<file path="config.mk">
export PLATFORM = sky130hd
export DESIGN_NAME = fel_fifo
export DESIGN_NICKNAME = d
export VERILOG_FILES = /design/src/rtl/fel_pkg.sv /design/src/rtl/fel_fifo.sv
export SDC_FILE = /design/constraint.sdc
export NUM_CORES = 1
export LEC_CHECK = 0
export BUFFER_PORTS_ARGS = -buffer_cell sky130_fd_sc_hd__buf_2
export CORE_MARGIN = 3
export CORE_UTILIZATION = 40
export DETAILED_ROUTE_END_ITERATION = 10
export GPL_TIMING_DRIVEN = 0
export PLACE_DENSITY = 0.72
export SLEW_MARGIN = 20
export SYNTH_ARGS = -nofsm -noshare
export SYNTH_HDL_FRONTEND = slang
export SYNTH_SLANG_ARGS = --single-unit
export TNS_END_PERCENT = 30
</file>
<file path="constraint.sdc">
create_clock -name clk -period 2.65 [get_ports clk]
set_clock_uncertainty 0.2 [all_clocks]
set_input_delay 0.265 -clock clk [delete_from_list [all_inputs] [get_ports clk]]
set_output_delay 0.265 -clock clk [all_outputs]
set_load 0.02 [all_outputs]
</file>
<file path="src/rtl/fel_pkg.sv">
// Package for the frame energy level meter: item and frame types, sizes,
// and the fixed-point threshold tables. Depends on nothing.
package fel_pkg;

  // Largest number of samples counted in one frame.
  localparam int FRAME_MAX = 4096;
  localparam int CNT_W     = $clog2(FRAME_MAX + 1);
  // A squared magnitude is at most 2^30.
  localparam int SQ_W      = 31;
  localparam int SUM_W     = SQ_W + $clog2(FRAME_MAX);
  // Sum scaled by up to 1000 (10 bits).
  localparam int LHS_W     = SUM_W + 10;
  localparam int TP_W      = 27;
  localparam int MUL_W     = CNT_W + TP_W;
  localparam int PROD_W    = MUL_W + 6;
  localparam int LEVEL_W   = 5;
  localparam int LEVEL_MAX = 30;
  localparam int Q_DEPTH   = 4;
  localparam int QPTR_W    = $clog2(Q_DEPTH);
  localparam int QCNT_W    = $clog2(Q_DEPTH + 1);
  localparam int SEARCH_STEPS = LEVEL_W;

  typedef struct packed {
    logic signed [15:0] sample;
    logic               last;
  } in_item_t;

  typedef struct packed {
    logic [LEVEL_W-1:0] level;
    logic               frame_too_long;
  } out_item_t;

  // One finished frame handed from the accumulator to the level search.
  typedef struct packed {
    logic [SUM_W-1:0] sum;
    logic [CNT_W-1:0] count;
    logic             overflow;
  } frame_t;

  // Decade part of a level: 0 for 0..9, up to 3 for 30.
  function automatic logic [1:0] level_q(input logic [LEVEL_W-1:0] k);
    logic [1:0] r;
    if (k >= 5'd30) r = 2'd3;
    else if (k >= 5'd20) r = 2'd2;
    else if (k >= 5'd10) r = 2'd1;
    else r = 2'd0;
    return r;
  endfunction

  // Step inside the decade: level modulo ten.
  function automatic logic [3:0] level_j(input logic [LEVEL_W-1:0] k);
    logic [LEVEL_W-1:0] r;
    if (k >= 5'd30) r = k - 5'd30;
    else if (k >= 5'd20) r = k - 5'd20;
    else if (k >= 5'd10) r = k - 5'd10;
    else r = k;
    return r[3:0];
  endfunction

  // round(2^24 * 10^(j/10)) for j = 0..9.
  function automatic logic [TP_W-1:0] tenth_pow(input logic [3:0] j);
    logic [TP_W-1:0] r;
    case (j)
      4'd0:    r = 27'd16777216;
      4'd1:    r = 27'd21121264;
      4'd2:    r = 27'd26590095;
      4'd3:    r = 27'd33474947;
      4'd4:    r = 27'd42142461;
      4'd5:    r = 27'd53054215;
      4'd6:    r = 27'd66791300;
      4'd7:    r = 27'd84085265;
      4'd8:    r = 27'd105857077;
      4'd9:    r = 27'd133266164;
      default: r = 27'd133266164;
    endcase
    return r;
  endfunction

endpackage

</file>
<file path="src/rtl/fel_fifo.sv">
// Short queue of finished frames between the accumulator and the search.
// Uses fel_pkg for the frame type and depth.
module fel_fifo (
  input  logic            clk,
  input  logic            rst_n,
  input  logic            push,
  input  fel_pkg::frame_t push_data,
  input  logic            pop,
  output fel_pkg::frame_t rd_data,
  output logic            full,
  output logic            empty
);
  import fel_pkg::*;

  frame_t            mem_r [Q_DEPTH];
  logic [QPTR_W-1:0] wr_ptr_r, rd_ptr_r;
  logic [QCNT_W-1:0] cnt_r, cnt_nxt;

  assign full    = cnt_r == QCNT_W'(Q_DEPTH);
  assign empty   = cnt_r == '0;
  assign rd_data = mem_r[rd_ptr_r];

  // Occupancy follows the push and pop of each cycle.
  always_comb begin
    cnt_nxt = cnt_r;
    if (push && !pop) cnt_nxt = cnt_r + QCNT_W'(1);
    else if (!push && pop) cnt_nxt = cnt_r - QCNT_W'(1);
  end

  always_ff @(posedge clk) begin
    if (!rst_n) begin
      wr_ptr_r <= '0;
      rd_ptr_r <= '0;
      cnt_r    <= '0;
    end else begin
      if (push) wr_ptr_r <= wr_ptr_r + QPTR_W'(1);
      if (pop)  rd_ptr_r <= rd_ptr_r + QPTR_W'(1);
      cnt_r <= cnt_nxt;
    end
  end

  always_ff @(posedge clk) begin
    if (push) mem_r[wr_ptr_r] <= push_data;
  end

endmodule

</file>
# After elaboration in Yosys (flattened, before gate mapping)
# Memory sizes are Yosys's and may differ from the RTL's. A register that Yosys moved wholly into a read port is not among the register bits.
# Index checks and enable logic that the tools add are counted.
[totals] ff_bits=7 latch_bits=0 ram_bits=228 mem_bits_ro=0 input_bits=61 output_inout_bits=59 elab_cells=21 n_memories=1
[op_classes] addsub=4 mul=0 div_mod_pow=0 magnitude_cmp=0 eq_ne=1 shifts=0 muxes=6 bitwise_logic=0 reduce_logical=6
[mem_list] memory="mem_r" depth=4 word_bits=57 read_ports=1 rd_clocked_by_memory_dff=1 wr=1 line_no="fel_fifo.sv:15" source="frame_t mem_r [Q_DEPTH];"
[ops] operator="two-way mux 3 bit" n=2
[ops] operator="adder 2 x 1 -> 2 bit, second input constant" n=2
[ops] operator="two-way mux 2 bit" n=2
[ops] operator="adder 3 x 1 -> 3 bit, second input constant" n=1
[ops] operator="equality test 3 bit, second input constant" n=1
[ops] operator="logical NOT 3 bit" n=1
[ops] operator="subtractor 3 x 1 -> 3 bit, second input constant" n=1
[ops] operator="logical AND 1 bit" n=2
[ops] operator="logical NOT 1 bit" n=2
[ops] operator="two-way mux 1 bit" n=2
[ops] operator="nonzero test 2 bit" n=1

# Longest topological paths before layout
[depth] depth_word=4 ltp_mapped=7 mapped_depth_nobuf=7

# Worst setup path after synthesis
# OpenSTA, ideal clock, no wires.
[synth_timing] kind="reg-to-reg" startpoint="register wr_ptr_r[0]" endpoint="memory mem_r[2][0] in the netlist's numbering (enable)" arrival_ps=1890 required_ps=2029 setup_slack_ps=140 path_stages_with_launch=4 synth_period_minus_slack_ps=2510 cell_sequence="dfxtp_1 > inv_1 > ha_1 > and2_1"
[synth_lines] element="start, declared" line_no="fel_fifo.sv:16" source="logic [QPTR_W-1:0] wr_ptr_r, rd_ptr_r;"
[synth_lines] element="start signal, assigned" line_no="fel_fifo.sv:36" source="if (push) wr_ptr_r <= wr_ptr_r + QPTR_W'(1);"
[synth_lines] element="end, declared" line_no="fel_fifo.sv:15"
# Straight into the memory's write port.

==> impl_results.md <==
- Hold Slack: 0.310 ns
- Diodes inserted: 0
- Worst Hold End: mem_r[3][8]$_DFFE_PP_
- Clk_lat worst skew: 0.50 ns
- Layout area overhead: 28.3%
- Area occupied by multi-input gates: 1540 sq um
- Crit Path Category: register to output pin
- P_leak: 3.83 nW
- Number of global-route vias before repair: 4609
- Least-Margin Pin Slew: 0.678 ns
- Largest net degree at the start of global routing: 33
- Post-DP HPWL: 9.69 mm
- Tot GR Track Use: 13.4%
- CP arrival: 2.04 ns
- Yosys reg bits: 237
- Power Density: 789 nW/um^2
- Root Driver: clkbuf_16
- Share of cells above drive strength 1: 40.8%
- Max Slew Vio Count: 0
- Slew HR: 54.8%
- IO Count: 120
- Reg area: 7030 sq um
- Post-layout minimum cycle time: 2.50 ns
- Status: finished clean
- Final Worst Setup Slack: 0.149 ns
- Commonest cells post-synth: edfxtp_1 (228), mux4_2 (57), and2_1 (9), dfxtp_1 (9), ha_1 (5)
- CTS Sinks: 237
- Max_cap viols: 0
- Met2 routed WL: 8.22 mm
- Max Fanout on Critical Path: 10
- Clock Path Buffers: 3
- Global-route wire length before repair: 25.0 mm
- Detailed Route Iter0 Violations: 240
- Via density: 4.94
- Post-layout util: 52.6%
- Net Count, Synth: 407
- Hold WC Path Type: primary input to register
- Post-Synthesis Cells: 340
- CTS tree: yes
- Dpl ws: 0.630 ns
- Syn Std Cell Area: 8660 sq um
- Met3 routed WL: 739 microns
- IO buf count: 119
- Synth Area per Inst: 25.5 sq um
- EDFF count, synth: 228
- Antenna violations before repair: 0
- Reg2Reg Depth: 4
- Die area: 23500 sq um
- Setup tns final: 0 ns
- Post-route DRC: 0
- Final period utilization: 94.4%
- Seq/Total Area, Yosys: 81.1%
- Die Height: 153 microns
- Reg clk slew, reported paths: 0.06 ns
- YS warnings: 0
- Fmax: 400 MHz
- Row count: 53
- Nets: 617
- Min-delay src: push_data[8]
- Final wirelength: 15.8 mm
- Core area: 21200 sq um
- GP Congestion: 0.664
- RSZ-0062 raised after global routing: false
- WP data required: 2.18 ns
- Worst vdd ir: 0.571 mV
- Most common cell in the netlist: edfxtp_1
- Vias: 4155
- Worst r2r dst: mem_r[2][36]$_DFFE_PP_
- Fraction of registers with async set/reset: 0%
- Yosys cell types: 21
- R2R setup slack: 0.79 ns
- Synth top area share: 79.0%
- Ys flop type: edfxtp_1
- Die width: 153 microns
- Area leader, netlist: edfxtp_1
- Crit. End Element: output pin
- Overflow after GRT: 0
- Hold Path Depth: 2
- Final Setup Violations: 0
- Setup Fix Bufs, Post-CTS: 0
- Inserted Clock Buffers: 24
- H-tree levels: 1
- Antenna-violating nets left: 0
- DRT Pass-1 Iters: 4
- # fillers: 1628
- Post-Route M1 WL: 6.57 mm
- Detailed-route wire length per cell: 18.8 microns
- Tot Pwr: 8.78 mW
- Initial Util: 41.0%
- Dominant cells by area after synthesis: edfxtp_1 (79%), mux4_2 (15%), dfxtp_1 (2.1%), ha_1 (0.72%), and2_1 (0.65%)
- Crit start category: register
- Reg2Reg Launch Point: wr_ptr_r[0]$_SDFFE_PN0P_
- Top sig layer: met4
- Hold Fails Final Rpt: 0
==> power by group <==
group	leakage [nW]	switching [mW]	internal, mW
sequential	2.17	0.0479	4.30
clock	0.400	1.32	2.10
combinational	1.26	0.550	0.448
==> flip-flops by register name (all words and copies together), names as in the netlist, named ones only <==
register  count
mem_r       228
cnt_r         3
rd_ptr_r      2
wr_ptr_r      2
==> per-stage QoR <==
stage | std cells | area, sq um
finish | 841 | 11100
global route | 841 | 11100
CTS | 841 | 11100
detailed placement | 738 | 9690
global placement | 734 | 9600
floorplan | 340 | 8660
==> how the worst max path moves through the flow <==
stage | endpoint | cells after the start | startpoint
after floorplan | mem_r[2][0]$_DFFE_PP_ | 3 | wr_ptr_r[0]$_SDFFE_PN0P_
after detailed placement | rd_data[26] | 4 | register
after global routing | rd_data[26] | 4 | register
final | rd_data[15] | 4 | register
after global placement | mem_r[0][38]$_DFFE_PP_ | 3 | wr_ptr_r[0]$_SDFFE_PN0P_
after CTS | rd_data[26] | 4 | register
==> kinds of logic after synthesis <==
family | count (synthesis) | synth area share [%]
flip-flops | 237 | 81.1
AO/OA/AOI/OAI | 2 | 0.144
adder cells (fa/ha/maj) | 6 | 0.953
AND/OR/NAND/NOR | 15 | 1.05
XOR/XNOR | 5 | 0.506
buffers and inverters | 16 | 1.18
multiplexers | 59 | 15.0
==> layer usage <==
metal  global-route usage, %  up-vias
li1                        -     1868
met2                    23.4       98
met3                    2.72       29
met5                       0        -
met1                    17.2     2160
met4                    3.52        0
==> cell type report <==
cell class	count	area share (%)
buffer	12	0.788
clock buffer	27	5.69
clock inverter	15	1.63
inverter	4	0.135
multi-input combinational	87	13.9
sequential	237	63.2
tap	275	3.09
timing repair buffer	184	11.6
==> cells in the final DEF, fill, tap and decap left out, drive strengths merged <==
cell           n
xor2           3
a21boi         1
dfxtp          9
ha             5
clkinv         9
and2           9
nor3b          1
mux4          57
bufinv         4
nand2          1
nor2b          2
mux2i          2
fa             1
clkbuf        29
dlygate4sd3   61
clkinvlp       1
o21ai          1
inv            5
nor3           1
or3            1
edfxtp       228
xnor2          2
buf          133
==> timing repair <==
action,CTS,global route
hold endpoints to repair,237,0
endpoints found under the setup margin,0,0
resized for setup,0,0
hold buffers,61,0
==> worst max-delay path, stage by stage (launching register included) <==
cell and delay (ns):
dfxtp_1 0.34, buf_2 0.31, buf_2 0.34, mux4_2 0.36, buf_2 0.18
(Power assumes the default switching activity.)
