## src/rtl/fel_pkg.sv

```systemverilog
// Package for the frame energy level meter: item and frame types, sizes,
// and the fixed-point threshold tables. Depends on nothing.
package fel_pkg;

  // Largest number of samples counted in one frame.
  localparam int FRAME_MAX = 4096;
  localparam int CNT_W     = $clog2(FRAME_MAX + 1);
  // A squared magnitude is at most 2^30.
  localparam int SQ_W      = 31;
  localparam int SUM_W     = SQ_W + $clog2(FRAME_MAX);
  // Sum scaled by up to 1000 (10 bits).
  localparam int LHS_W     = SUM_W + 10;
  localparam int TP_W      = 27;
  localparam int MUL_W     = CNT_W + TP_W;
  localparam int PROD_W    = MUL_W + 6;
  localparam int LEVEL_W   = 5;
  localparam int LEVEL_MAX = 30;
  localparam int Q_DEPTH   = 4;
  localparam int QPTR_W    = $clog2(Q_DEPTH);
  localparam int QCNT_W    = $clog2(Q_DEPTH + 1);
  localparam int SEARCH_STEPS = LEVEL_W;

  typedef struct packed {
    logic signed [15:0] sample;
    logic               last;
  } in_item_t;

  typedef struct packed {
    logic [LEVEL_W-1:0] level;
    logic               frame_too_long;
  } out_item_t;

  // One finished frame handed from the accumulator to the level search.
  typedef struct packed {
    logic [SUM_W-1:0] sum;
    logic [CNT_W-1:0] count;
    logic             overflow;
  } frame_t;

  // Decade part of a level: 0 for 0..9, up to 3 for 30.
  function automatic logic [1:0] level_q(input logic [LEVEL_W-1:0] k);
    logic [1:0] r;
    if (k >= 5'd30) r = 2'd3;
    else if (k >= 5'd20) r = 2'd2;
    else if (k >= 5'd10) r = 2'd1;
    else r = 2'd0;
    return r;
  endfunction

  // Step inside the decade: level modulo ten.
  function automatic logic [3:0] level_j(input logic [LEVEL_W-1:0] k);
    logic [LEVEL_W-1:0] r;
    if (k >= 5'd30) r = k - 5'd30;
    else if (k >= 5'd20) r = k - 5'd20;
    else if (k >= 5'd10) r = k - 5'd10;
    else r = k;
    return r[3:0];
  endfunction

  // round(2^24 * 10^(j/10)) for j = 0..9.
  function automatic logic [TP_W-1:0] tenth_pow(input logic [3:0] j);
    logic [TP_W-1:0] r;
    case (j)
      4'd0:    r = 27'd16777216;
      4'd1:    r = 27'd21121264;
      4'd2:    r = 27'd26590095;
      4'd3:    r = 27'd33474947;
      4'd4:    r = 27'd42142461;
      4'd5:    r = 27'd53054215;
      4'd6:    r = 27'd66791300;
      4'd7:    r = 27'd84085265;
      4'd8:    r = 27'd105857077;
      4'd9:    r = 27'd133266164;
      default: r = 27'd133266164;
    endcase
    return r;
  endfunction

endpackage

```

## src/rtl/fel_front.sv

```systemverilog
// Front end of the level meter: squares samples and accumulates each frame.
// Uses fel_pkg; hands finished frames to the frame queue.
module fel_front (
  input  logic             clk,
  input  logic             rst_n,
  input  logic             in_valid,
  output logic             in_stall,
  input  fel_pkg::in_item_t in_data,
  output logic             push,
  output fel_pkg::frame_t  push_data,
  input  logic             q_full
);
  import fel_pkg::*;

  logic            s1_valid_r, s1_valid_nxt;
  logic            s1_last_r;
  logic [SQ_W-1:0] s1_sq_r;
  logic [16:0]     sx;
  logic [16:0]     mag;
  logic [33:0]     sq_full;

  logic [SUM_W-1:0] sum_r, sum_nxt, sum_add;
  logic [CNT_W-1:0] cnt_r, cnt_nxt, cnt_add;
  logic             ovf_r, ovf_nxt, ovf_add;
  logic             room;
  logic             s1_move;

  // A last sample waits in stage one while the queue has no room.
  assign in_stall = s1_valid_r && s1_last_r && q_full;
  assign s1_move  = s1_valid_r && !in_stall;

  // Magnitude and square of the incoming sample.
  always_comb begin
    sx      = {in_data.sample[15], in_data.sample};
    mag     = sx[16] ? (17'd0 - sx) : sx;
    sq_full = {17'd0, mag} * {17'd0, mag};
  end

  assign s1_valid_nxt = in_stall ? s1_valid_r : in_valid;

  always_ff @(posedge clk) begin
    if (!rst_n) begin
      s1_valid_r <= 1'b0;
    end else begin
      s1_valid_r <= s1_valid_nxt;
    end
  end

  always_ff @(posedge clk) begin
    if (in_valid && !in_stall) begin
      s1_sq_r   <= sq_full[SQ_W-1:0];
      s1_last_r <= in_data.last;
    end
  end

  // Accumulate while the frame has room, else only note the overflow.
  always_comb begin
    room    = cnt_r < CNT_W'(FRAME_MAX);
    sum_add = room ? (sum_r + SUM_W'(s1_sq_r)) : sum_r;
    cnt_add = room ? (cnt_r + CNT_W'(1)) : cnt_r;
    ovf_add = ovf_r | !room;

    push      = s1_move && s1_last_r;
    push_data = '{sum: sum_add, count: cnt_add, overflow: ovf_add};

    sum_nxt = sum_r;
    cnt_nxt = cnt_r;
    ovf_nxt = ovf_r;
    if (s1_move) begin
      if (s1_last_r) begin
        sum_nxt = '0;
        cnt_nxt = '0;
        ovf_nxt = 1'b0;
      end else begin
        sum_nxt = sum_add;
        cnt_nxt = cnt_add;
        ovf_nxt = ovf_add;
      end
    end
  end

  always_ff @(posedge clk) begin
    if (!rst_n) begin
      sum_r <= '0;
      cnt_r <= '0;
      ovf_r <= 1'b0;
    end else begin
      sum_r <= sum_nxt;
      cnt_r <= cnt_nxt;
      ovf_r <= ovf_nxt;
    end
  end

endmodule

```

## config.mk

```make
export PLATFORM = sky130hd
export DESIGN_NAME = fel_front
export DESIGN_NICKNAME = d
export VERILOG_FILES = /design/src/rtl/fel_pkg.sv /design/src/rtl/fel_front.sv
export SDC_FILE = /design/constraint.sdc
export NUM_CORES = 1
export LEC_CHECK = 0
export ABC_AREA = 1
export BUFFER_PORTS_ARGS = -buffer_cell sky130_fd_sc_hd__buf_2
export CAP_MARGIN = 20
export CORE_MARGIN = 8
export CORE_UTILIZATION = 60
export CTS_CLUSTER_SIZE = 14
export DETAILED_ROUTE_END_ITERATION = 8
export PLACE_DENSITY = 0.78
export SYNTH_ARGS = -nofsm -noshare
export SYNTH_HDL_FRONTEND = slang
export SYNTH_SLANG_ARGS = --single-unit
```

## constraint.sdc

```tcl
create_clock -name clk -period 9.75 [get_ports clk]
set_input_delay 0.975 -clock clk [delete_from_list [all_inputs] [get_ports clk]]
set_output_delay 0.975 -clock clk [all_outputs]
set_load 0.005 [all_outputs]
```

* Word-level counts from Yosys, hierarchy flattened
Index checks and enable logic that the tools add are counted.
Storage, ports and cells: RAM bits 0, flip-flop bits (word level) 90, logic and storage cells 25, bits in latches 0, output and inout bits 59, ROM bits 0, input port bits 21, memories 0
Cells by class: div/mod/pow operators 0, $add $sub $neg 3, equal/unequal tests 0, $lt $le $gt $ge 1, reduce and logical (&&, ||, !) cells 7, bitwise operators 1, $mul 1, mux-type cells 6, shift-type cells 0
Operator list (number):
- $mux 43 | 2
- $add 43x31->43 | 1
- $mul 17x17->31 | 1
- $mux 13 | 2
- $mux 17 | 1
- $sub 1x16->17 const A | 1
- $add 13x1->13 const B | 1
- $lt 13x13->1 const B | 1
- $logic_and 1x1->1 | 5
- $logic_not 1->1 | 2
- $mux 1 | 1
- $or 1x1->1 | 1

* Longest topological paths before layout
Gate-level depths: netlist of run 1.
depth after elaboration 5, mapped depth 35, depth with buffers taken out 33

* Worst setup path after synthesis of run 1
Ideal clock, no wire load.
path type input -> register, start input port in_data[1] (netlist bit), end register s1_sq_r[26] (data pin), required time 9491 ps, slack 2133 ps, arrival time 7358 ps, setup time 259 ps, path buffers 1, stages on the path 30, path through inv_1 -> clkbuf_1 -> ha_1 -> inv_1 -> nor3_2 -> nand3_1 -> nor2_1 -> a21oi_1 -> xor2_1 -> inv_2 -> nor2_1 -> inv_1 -> fa_1 -> fa_1 -> fa_1 -> inv_1 -> fa_1 -> fa_1 -> inv_1 -> fa_1 -> inv_1 -> ha_1 -> a21oi_1 -> a21boi_0 -> o21ai_0 -> a21oi_1 -> o21ai_0 -> nand2_1 -> nand2_1 -> xor2_1
Between the ends: word-level cells in the longest chain between the ends 3
Ends and longest elaborated chain:
- from (decl) | line fel_front.sv:8 | input fel_pkg::in_item_t in_data,
- $sub 1x16->17 | line fel_front.sv:35 | mag = sx[16] ? (17'd0 - sx) : sx;
- $mux 17 (*) | line fel_front.sv:35
- $mul 17x17->31 (*) | line fel_front.sv:36 | sq_full = {17'd0, mag} * {17'd0, mag};
- via sq_full[26] | line fel_front.sv:20 | logic [33:0] sq_full;
- to (signal assigned) | line fel_front.sv:51 | s1_sq_r <= sq_full[SQ_W-1:0];
- to (decl) | line fel_front.sv:17 | logic [SQ_W-1:0] s1_sq_r;
Mark *: on every way through the listed nets, which the timed path passes. The rest lies on a longest branch. A chain may end at the register's enable or synchronous reset.

* Worst setup path after layout of run 1
Same ends and word-level chain as after synthesis.

==> results of run 1 <==
critical path, delay by kind of cell:
kind,cells,cell delay [ns]
adder cells (fa/ha/maj),8,3.61
AO/OA/AOI/OAI,6,1.08
buffers and inverters,8,1.04
AND/OR/NAND/NOR,6,0.93
XOR/XNOR,2,0.77
flip-flops by register name (all words and copies together), names as in the netlist:
name	count
sum_r	43
s1_sq_r	30
cnt_r	13
ovf_r	1
s1_last_r	1
s1_valid_r	1
layout make-up:
class | count | area (sq um) | area share
Sequential cell | 89 | 2090 | 0.132
Clock inverter | 6 | 41.3 | 0.00260
Clock buffer | 10 | 229 | 0.0144
Timing Repair Buffer | 85 | 460 | 0.0290
Multi-Input combinational cell | 1470 | 10700 | 0.674
Tap cell | 324 | 405 | 0.0255
Inverter | 517 | 1940 | 0.122
kinds of logic (layout without fill, tap and decap cells):
logic type,after synthesis,in the layout,synth area share
and+or+nand+nor,865,865,0.241
buffers and inverters,560,618,0.144
adders and majority gates,317,317,0.365
AOI/OAI and AO/OA,196,196,0.0715
DFF,89,89,0.141
xor gates and xnor gates,56,56,0.0349
other,2,34,0.000507
muxes,2,2,0.00135
how the worst min path moves through the flow:
| stage | to | slack [ns] | cells after the start | from |
|---|---|---|---|---|
| final | ovf_r | 0.46 | 2 | ovf_r |
| after global routing | ovf_r | 0.48 | 2 | ovf_r |
| after CTS | ovf_r | 0.47 | 2 | ovf_r |
| after detailed placement | ovf_r | 0.46 | 2 | ovf_r |
| after global placement | ovf_r | 0.44 | 2 | ovf_r |
| after floorplan | ovf_r | 0.43 | 2 | ovf_r |
metal layers:
metal / global-route usage / wire length, um / share of wire
met1: 0.289 / 15200 / 0.41
met3: 0.0281 / 1610 / 0.043
met4: 0.101 / 1430 / 0.038
met2: 0.473 / 18900 / 0.51
met5: 0 / 0 / 0
stage by stage:
stage | hold WS, ns | instances | util
final | 0.462 | 2501 | 0.654
after global routing | 0.484 | 2501 | 0.654
after CTS | 0.466 | 2501 | 0.654
after detailed placement | 0.456 | 2485 | 0.643
after global placement | 0.440 | 2484 | 0.642
after floorplan | 0.431 | 2119 | -
cells in the mapped netlist (2+ instances only):
master | instances | area [sq um]
or2_2 | 15 | 93.8
a21boi_0 | 3 | 22.5
a21oi_1 | 114 | 571
xor2_1 | 36 | 315
clkbuf_1 | 33 | 124
clkinv_1 | 3 | 11.3
a31oi_1 | 6 | 37.5
nand4_1 | 6 | 37.5
inv_2 | 2 | 7.51
ha_1 | 125 | 1560
a31o_2 | 2 | 17.5
nor3_1 | 18 | 90.1
nand2_2 | 3 | 18.8
nand3b_1 | 4 | 30.0
buf_6 | 2 | 22.5
o21ai_0 | 48 | 240
a21o_1 | 8 | 60.1
nand2_1 | 551 | 2070
nor2_1 | 152 | 571
nand3_1 | 97 | 485
o211ai_1 | 3 | 22.5
nand2_4 | 2 | 22.5
o21bai_1 | 5 | 37.5
dfxtp_1 | 58 | 1160
buf_2 | 5 | 25.0
conb_1 | 2 | 7.51
nor3_2 | 2 | 20.0
xnor2_1 | 18 | 158
edfxtp_1 | 31 | 931
fa_1 | 192 | 3840
mux2i_1 | 2 | 20.0
nor2_4 | 3 | 33.8
and2_1 | 3 | 18.8
nor4_1 | 4 | 25.0
inv_1 | 512 | 1920
==> metrics.md, run 1 <==
| Metric | Value |
|---|---|
| Type of origin of the critical path | `input port` |
| Total gr overflow | `0` |
| Vias in the first global route | `13300` |
| # H-tree levels | `3` |
| Worst-path clk slew | `0.07 ns` |
| Vias post-DR | `12800` |
| FF-to-FF path depth | `15` |
| Fin Setup TNS | `0 ns` |
| Starting Density | `0.610` |
| Worst path max stage delay | `0.64 ns` |
| Crit path arrival time | `8.41 ns` |
| Fin area | `15900 sq um` |
| Max-slew headroom | `0.477` |
| Detailed Place HPWL | `31.4 mm` |
| First-pass GRT wire length | `63.0 mm` |
| Layout cell share with drive strength beyond 1 | `0.0625` |
| Post-DP Area | `15600 sq um` |
| Status | `completed` |
| Nets | `2510` |
| Commonest non-fill, non-tap cells in the layout | `nand2_1 (551), inv_1 (511), fa_1 (192), nor2_1 (151), ha_1 (125)` |
| Clock skew | `0.0105 ns` |
| Worst r2r dst | `sum_r[32]` |
| Async set-or-reset flop fraction in the synthesized netlist | `0` |
| Avg Cell Area, Syn | `7.09 sq um` |
| Worst Hold Class | `reg2reg` |
| Total CTS buffers | `9` |
| Final setup margin | `1.44 ns` |
| Mapped Area | `14800 sq um` |
| Via-to-Cell Ratio | `5.13` |
| Filler instances | `2187` |
| Slowest cell on the critical path | `xor2_1` |
| Critical path endpoint category | `register` |
| I/O pin count | `80` |
| Pins Over Slew Limit | `0` |
| Synth cell types | `52` |
| Minimum clock period | `8.31 ns` |
| Antenna violations before repair | `0` |
| Final period util | `0.852` |
| Critical Path Source | `in_data[1]` |
| Crit path max fanout | `12` |
| Gr usage total | `0.253` |
| Die Width | `173 um` |
| F_max | `120 MHz` |
| Rows | `57` |
| CTS root buf | `clkbuf_16` |
| Critical R2R Launch | `s1_sq_r[0]` |
| Clk buf depth | `2` |
| Crit path required time | `9.85 ns` |
| Die area | `29900 sq um` |
| DR iter-0 viols | `659` |
| RePlAce Congestion | `0.943` |
| Final setup fails | `0` |
| Commonest non-fill, non-tap cell in the layout | `nand2_1` |
| Actual slew at the worst max-slew pin | `0.782 ns` |
| Worst Path Class, Setup | `in2reg` |
| # clock sinks | `89` |
| DR pass1 iterations | `6` |
| Setup crit end | `s1_sq_r[26]` |
| FF+latch count, synth | `89` |
| Yosys warns | `0` |
| Reg-to-reg slack, setup | `7.18 ns` |
| Remaining DRCs | `0` |
| Main synth FF type | `dfxtp_1` |
| Drt total wl | `37.1 mm` |
| Number of synthesized flops with an enable pin | `31` |
| DP Worst Slack | `1.09 ns` |
| Area growth, synth to finish | `7.21%` |
| N_diodes | `0` |
| Sequential fraction of the synthesis area | `0.141` |
| Worst-Skew Late Latency | `0.35 ns` |
| Cts repair resizes | `0` |
| CTS tree | `built` |
| Die Ht | `173 um` |
| Avg WL per Cell | `14.9 um` |
| Synthesized instance count | `2087` |
| IO Port Bufs | `79` |
| Setup bufs post-CTS | `0` |
| Remaining antenna violation count | `0` |
| Core box area | `24200 sq um` |
| Fin. Hold Viols | `0` |
| RSZ-0062 raised after global routing | `no` |
| Max-cap violations | `0` |
| Pin count of the biggest net entering global routing | `58` |
| CTS hold repair buffers | `0` |
Power of run 1 is left out: the tool's default activity adds up to more than one toggle a clock period on the data nets, which glitch-free logic cannot reach.
==> run 2, diff against run 1 <==
- REMOVE_ABC_BUFFERS: default -> 1
==> run 2 against run 1 <==
  * Sequential cell count did not move
  * Critical endpoint unchanged
  * Non-clock buffer count rose by 1
  * Via count fell by 0.36%
  * Register-to-register slack improved by 0.09 ns
  * Final cell count barely moved
  * Global-route usage fell by 0.22 points
  * Core utilization rose by 0.24 points
  * Routed wire length fell by 0.36%
==> metrics.md, run 2 (same netlist as run 1, synthesis figures left out) <==
| Metric | Value |
|---|---|
| F_max | `120 MHz (about the same)` |
| N_diodes | `0 (unchanged)` |
| Top reg by flops | `sum_r` |
| Gr usage total | `0.251 (-0.00221)` |
| Pin count of the biggest net entering global routing | `79 (+36%)` |
| Crit path required time | `9.85 ns (about the same)` |
| Detailed Place HPWL | `31.2 mm (-0.72%)` |
| Commonest non-fill, non-tap cells in the layout | `nand2_1 (551), inv_1 (511), fa_1 (192), nor2_1 (151), ha_1 (125)` |
| Drt total wl | `37.0 mm (-0.36%)` |
| Crit path max fanout | `12 (unchanged)` |
| Hold path startpoint | `ovf_r` |
| Rows | `57 (unchanged)` |
| DR pass1 iterations | `5 (-1)` |
| Avg WL per Cell | `14.8 um (-0.40%)` |
| CTS root buf | `clkbuf_16` |
| Critical Path Source | `in_data[1]` |
| Worst-Skew Late Latency | `0.35 ns (about the same)` |
| Filler instances | `2208 (+0.96%)` |
| Actual slew at the worst max-slew pin | `0.767 ns (-0.0149 ns)` |
| Area growth, synth to finish | `7.60%` |
| Starting Density | `0.610 (unchanged)` |
| CTS tree | `built` |
| Vias in the first global route | `13200 (-0.46%)` |
| Type of origin of the critical path | `input port` |
| Status | `completed` |
| Core box area | `24200 sq um (unchanged)` |
| Via-to-Cell Ratio | `5.11 (-0.40%)` |
| Critical path endpoint category | `register` |
| # clock sinks | `89 (unchanged)` |
| Worst Path Class, Setup | `in2reg` |
| Finished Layout Cells | `2502 (+0.040%)` |
| Remaining DRCs | `0 (unchanged)` |
| IO Port Bufs | `79 (unchanged)` |
| Final setup fails | `0 (unchanged)` |
| Final period util | `0.852 (about the same)` |
| Die area | `29900 sq um (unchanged)` |
| Max FFs per register | `43 (unchanged)` |
| DR iter-0 viols | `768 (+17%)` |
| Post-DP Area | `15600 sq um (-0.13%)` |
| Pins Over Slew Limit | `0 (unchanged)` |
| Max-cap violations | `0 (unchanged)` |
| Setup bufs post-CTS | `0 (unchanged)` |
| Minimum clock period | `8.30 ns (-0.00198 ns)` |
| Fin Setup TNS | `0 ns (unchanged)` |
| Slowest cell on the critical path | `fa_1` |
| Die Ht | `173 um (unchanged)` |
| Cells after DPL | `2485 (unchanged)` |
| CTS hold repair buffers | `0 (unchanged)` |
| Clock skew | `0.00796 ns (-0.00250 ns)` |
| Fin area | `15900 sq um (+0.36%)` |
| Nets | `2511 (+0.040%)` |
| Die Width | `173 um (unchanged)` |
| # H-tree levels | `3 (unchanged)` |
| Layout cell share with drive strength beyond 1 | `0.0634 (+0.000890)` |
| Cts repair resizes | `0 (unchanged)` |
| Commonest non-fill, non-tap cell in the layout | `nand2_1` |
| I/O pin count | `80 (unchanged)` |
| RePlAce Congestion | `0.962 (+1.9%)` |
| Crit path arrival time | `8.40 ns (about the same)` |
| Critical R2R Launch | `s1_sq_r[0]` |
| Clk buf depth | `2 (unchanged)` |
| RSZ-0062 raised after global routing | `no` |
| Remaining antenna violation count | `0 (unchanged)` |
| Total gr overflow | `0 (unchanged)` |
| Top Registers | `sum_r (43), s1_sq_r (30), cnt_r (13)` |
| Worst Hold Class | `reg2reg` |
| Total CTS buffers | `9 (unchanged)` |
| Antenna violations before repair | `0 (unchanged)` |
| Worst path max stage delay | `0.54 ns (-0.10 ns)` |
| Fin. Hold Viols | `0 (unchanged)` |
| Max-slew headroom | `0.489 (+0.0117)` |
| First-pass GRT wire length | `62.6 mm (-0.58%)` |
| Vias post-DR | `12800 (-0.36%)` |
| Worst-path clk slew | `0.07 ns (about the same)` |
[run 2: area by class of cell]
| class | count | area (sq um) | share of cell area |
|---|---|---|---|
| multi-input combinational | 1470 | 10700 | 0.672 |
| sequential | 89 | 2090 | 0.131 |
| inverter | 517 | 1940 | 0.122 |
| timing repair buffer | 86 | 468 | 0.0294 |
| tap | 324 | 405 | 0.0255 |
| clock buffer | 10 | 229 | 0.0144 |
| clock inverter | 6 | 91.3 | 0.00574 |
[run 2: final timing paths]
path                  to  slack, ns  cells past startpoint
max          s1_sq_r[26]       1.45                     30
min                ovf_r       0.46                      2
max reg2reg    sum_r[40]       7.27                     15
min reg2reg        ovf_r       0.46                      2
[run 2: layer usage]
metal | GRT usage | up-vias | part of all wire
met1 | 0.296 | 5998 | 0.42
li1 | - | 6388 | -
met3 | 0.0294 | 71 | 0.044
met4 | 0.0938 | 0 | 0.035
met5 | 0 | - | 0
met2 | 0.459 | 333 | 0.50
[run 2: per-stage QoR]
stage	utilization	worst slack (ns)	hold slack, ns
3_3_place_gp	0.642	1.36	0.438
5_1_grt	0.657	0.858	0.495
4_1_cts	0.656	1.50	0.460
6_report	0.657	1.45	0.458
2_1_floorplan	-	2.07	0.431
3_5_place_dp	0.642	1.13	0.450
[run 2: worst max-delay path: cells and delay by family]
kind	cells	cell delay [ns]
AOI/OAI and AO/OA	5	0.99
xor gates and xnor gates	1	0.13
adders and majority gates	8	3.70
buffers and inverters	8	1.24
and+or+nand+nor	8	1.34
Power of run 2 is left out for the same reason.
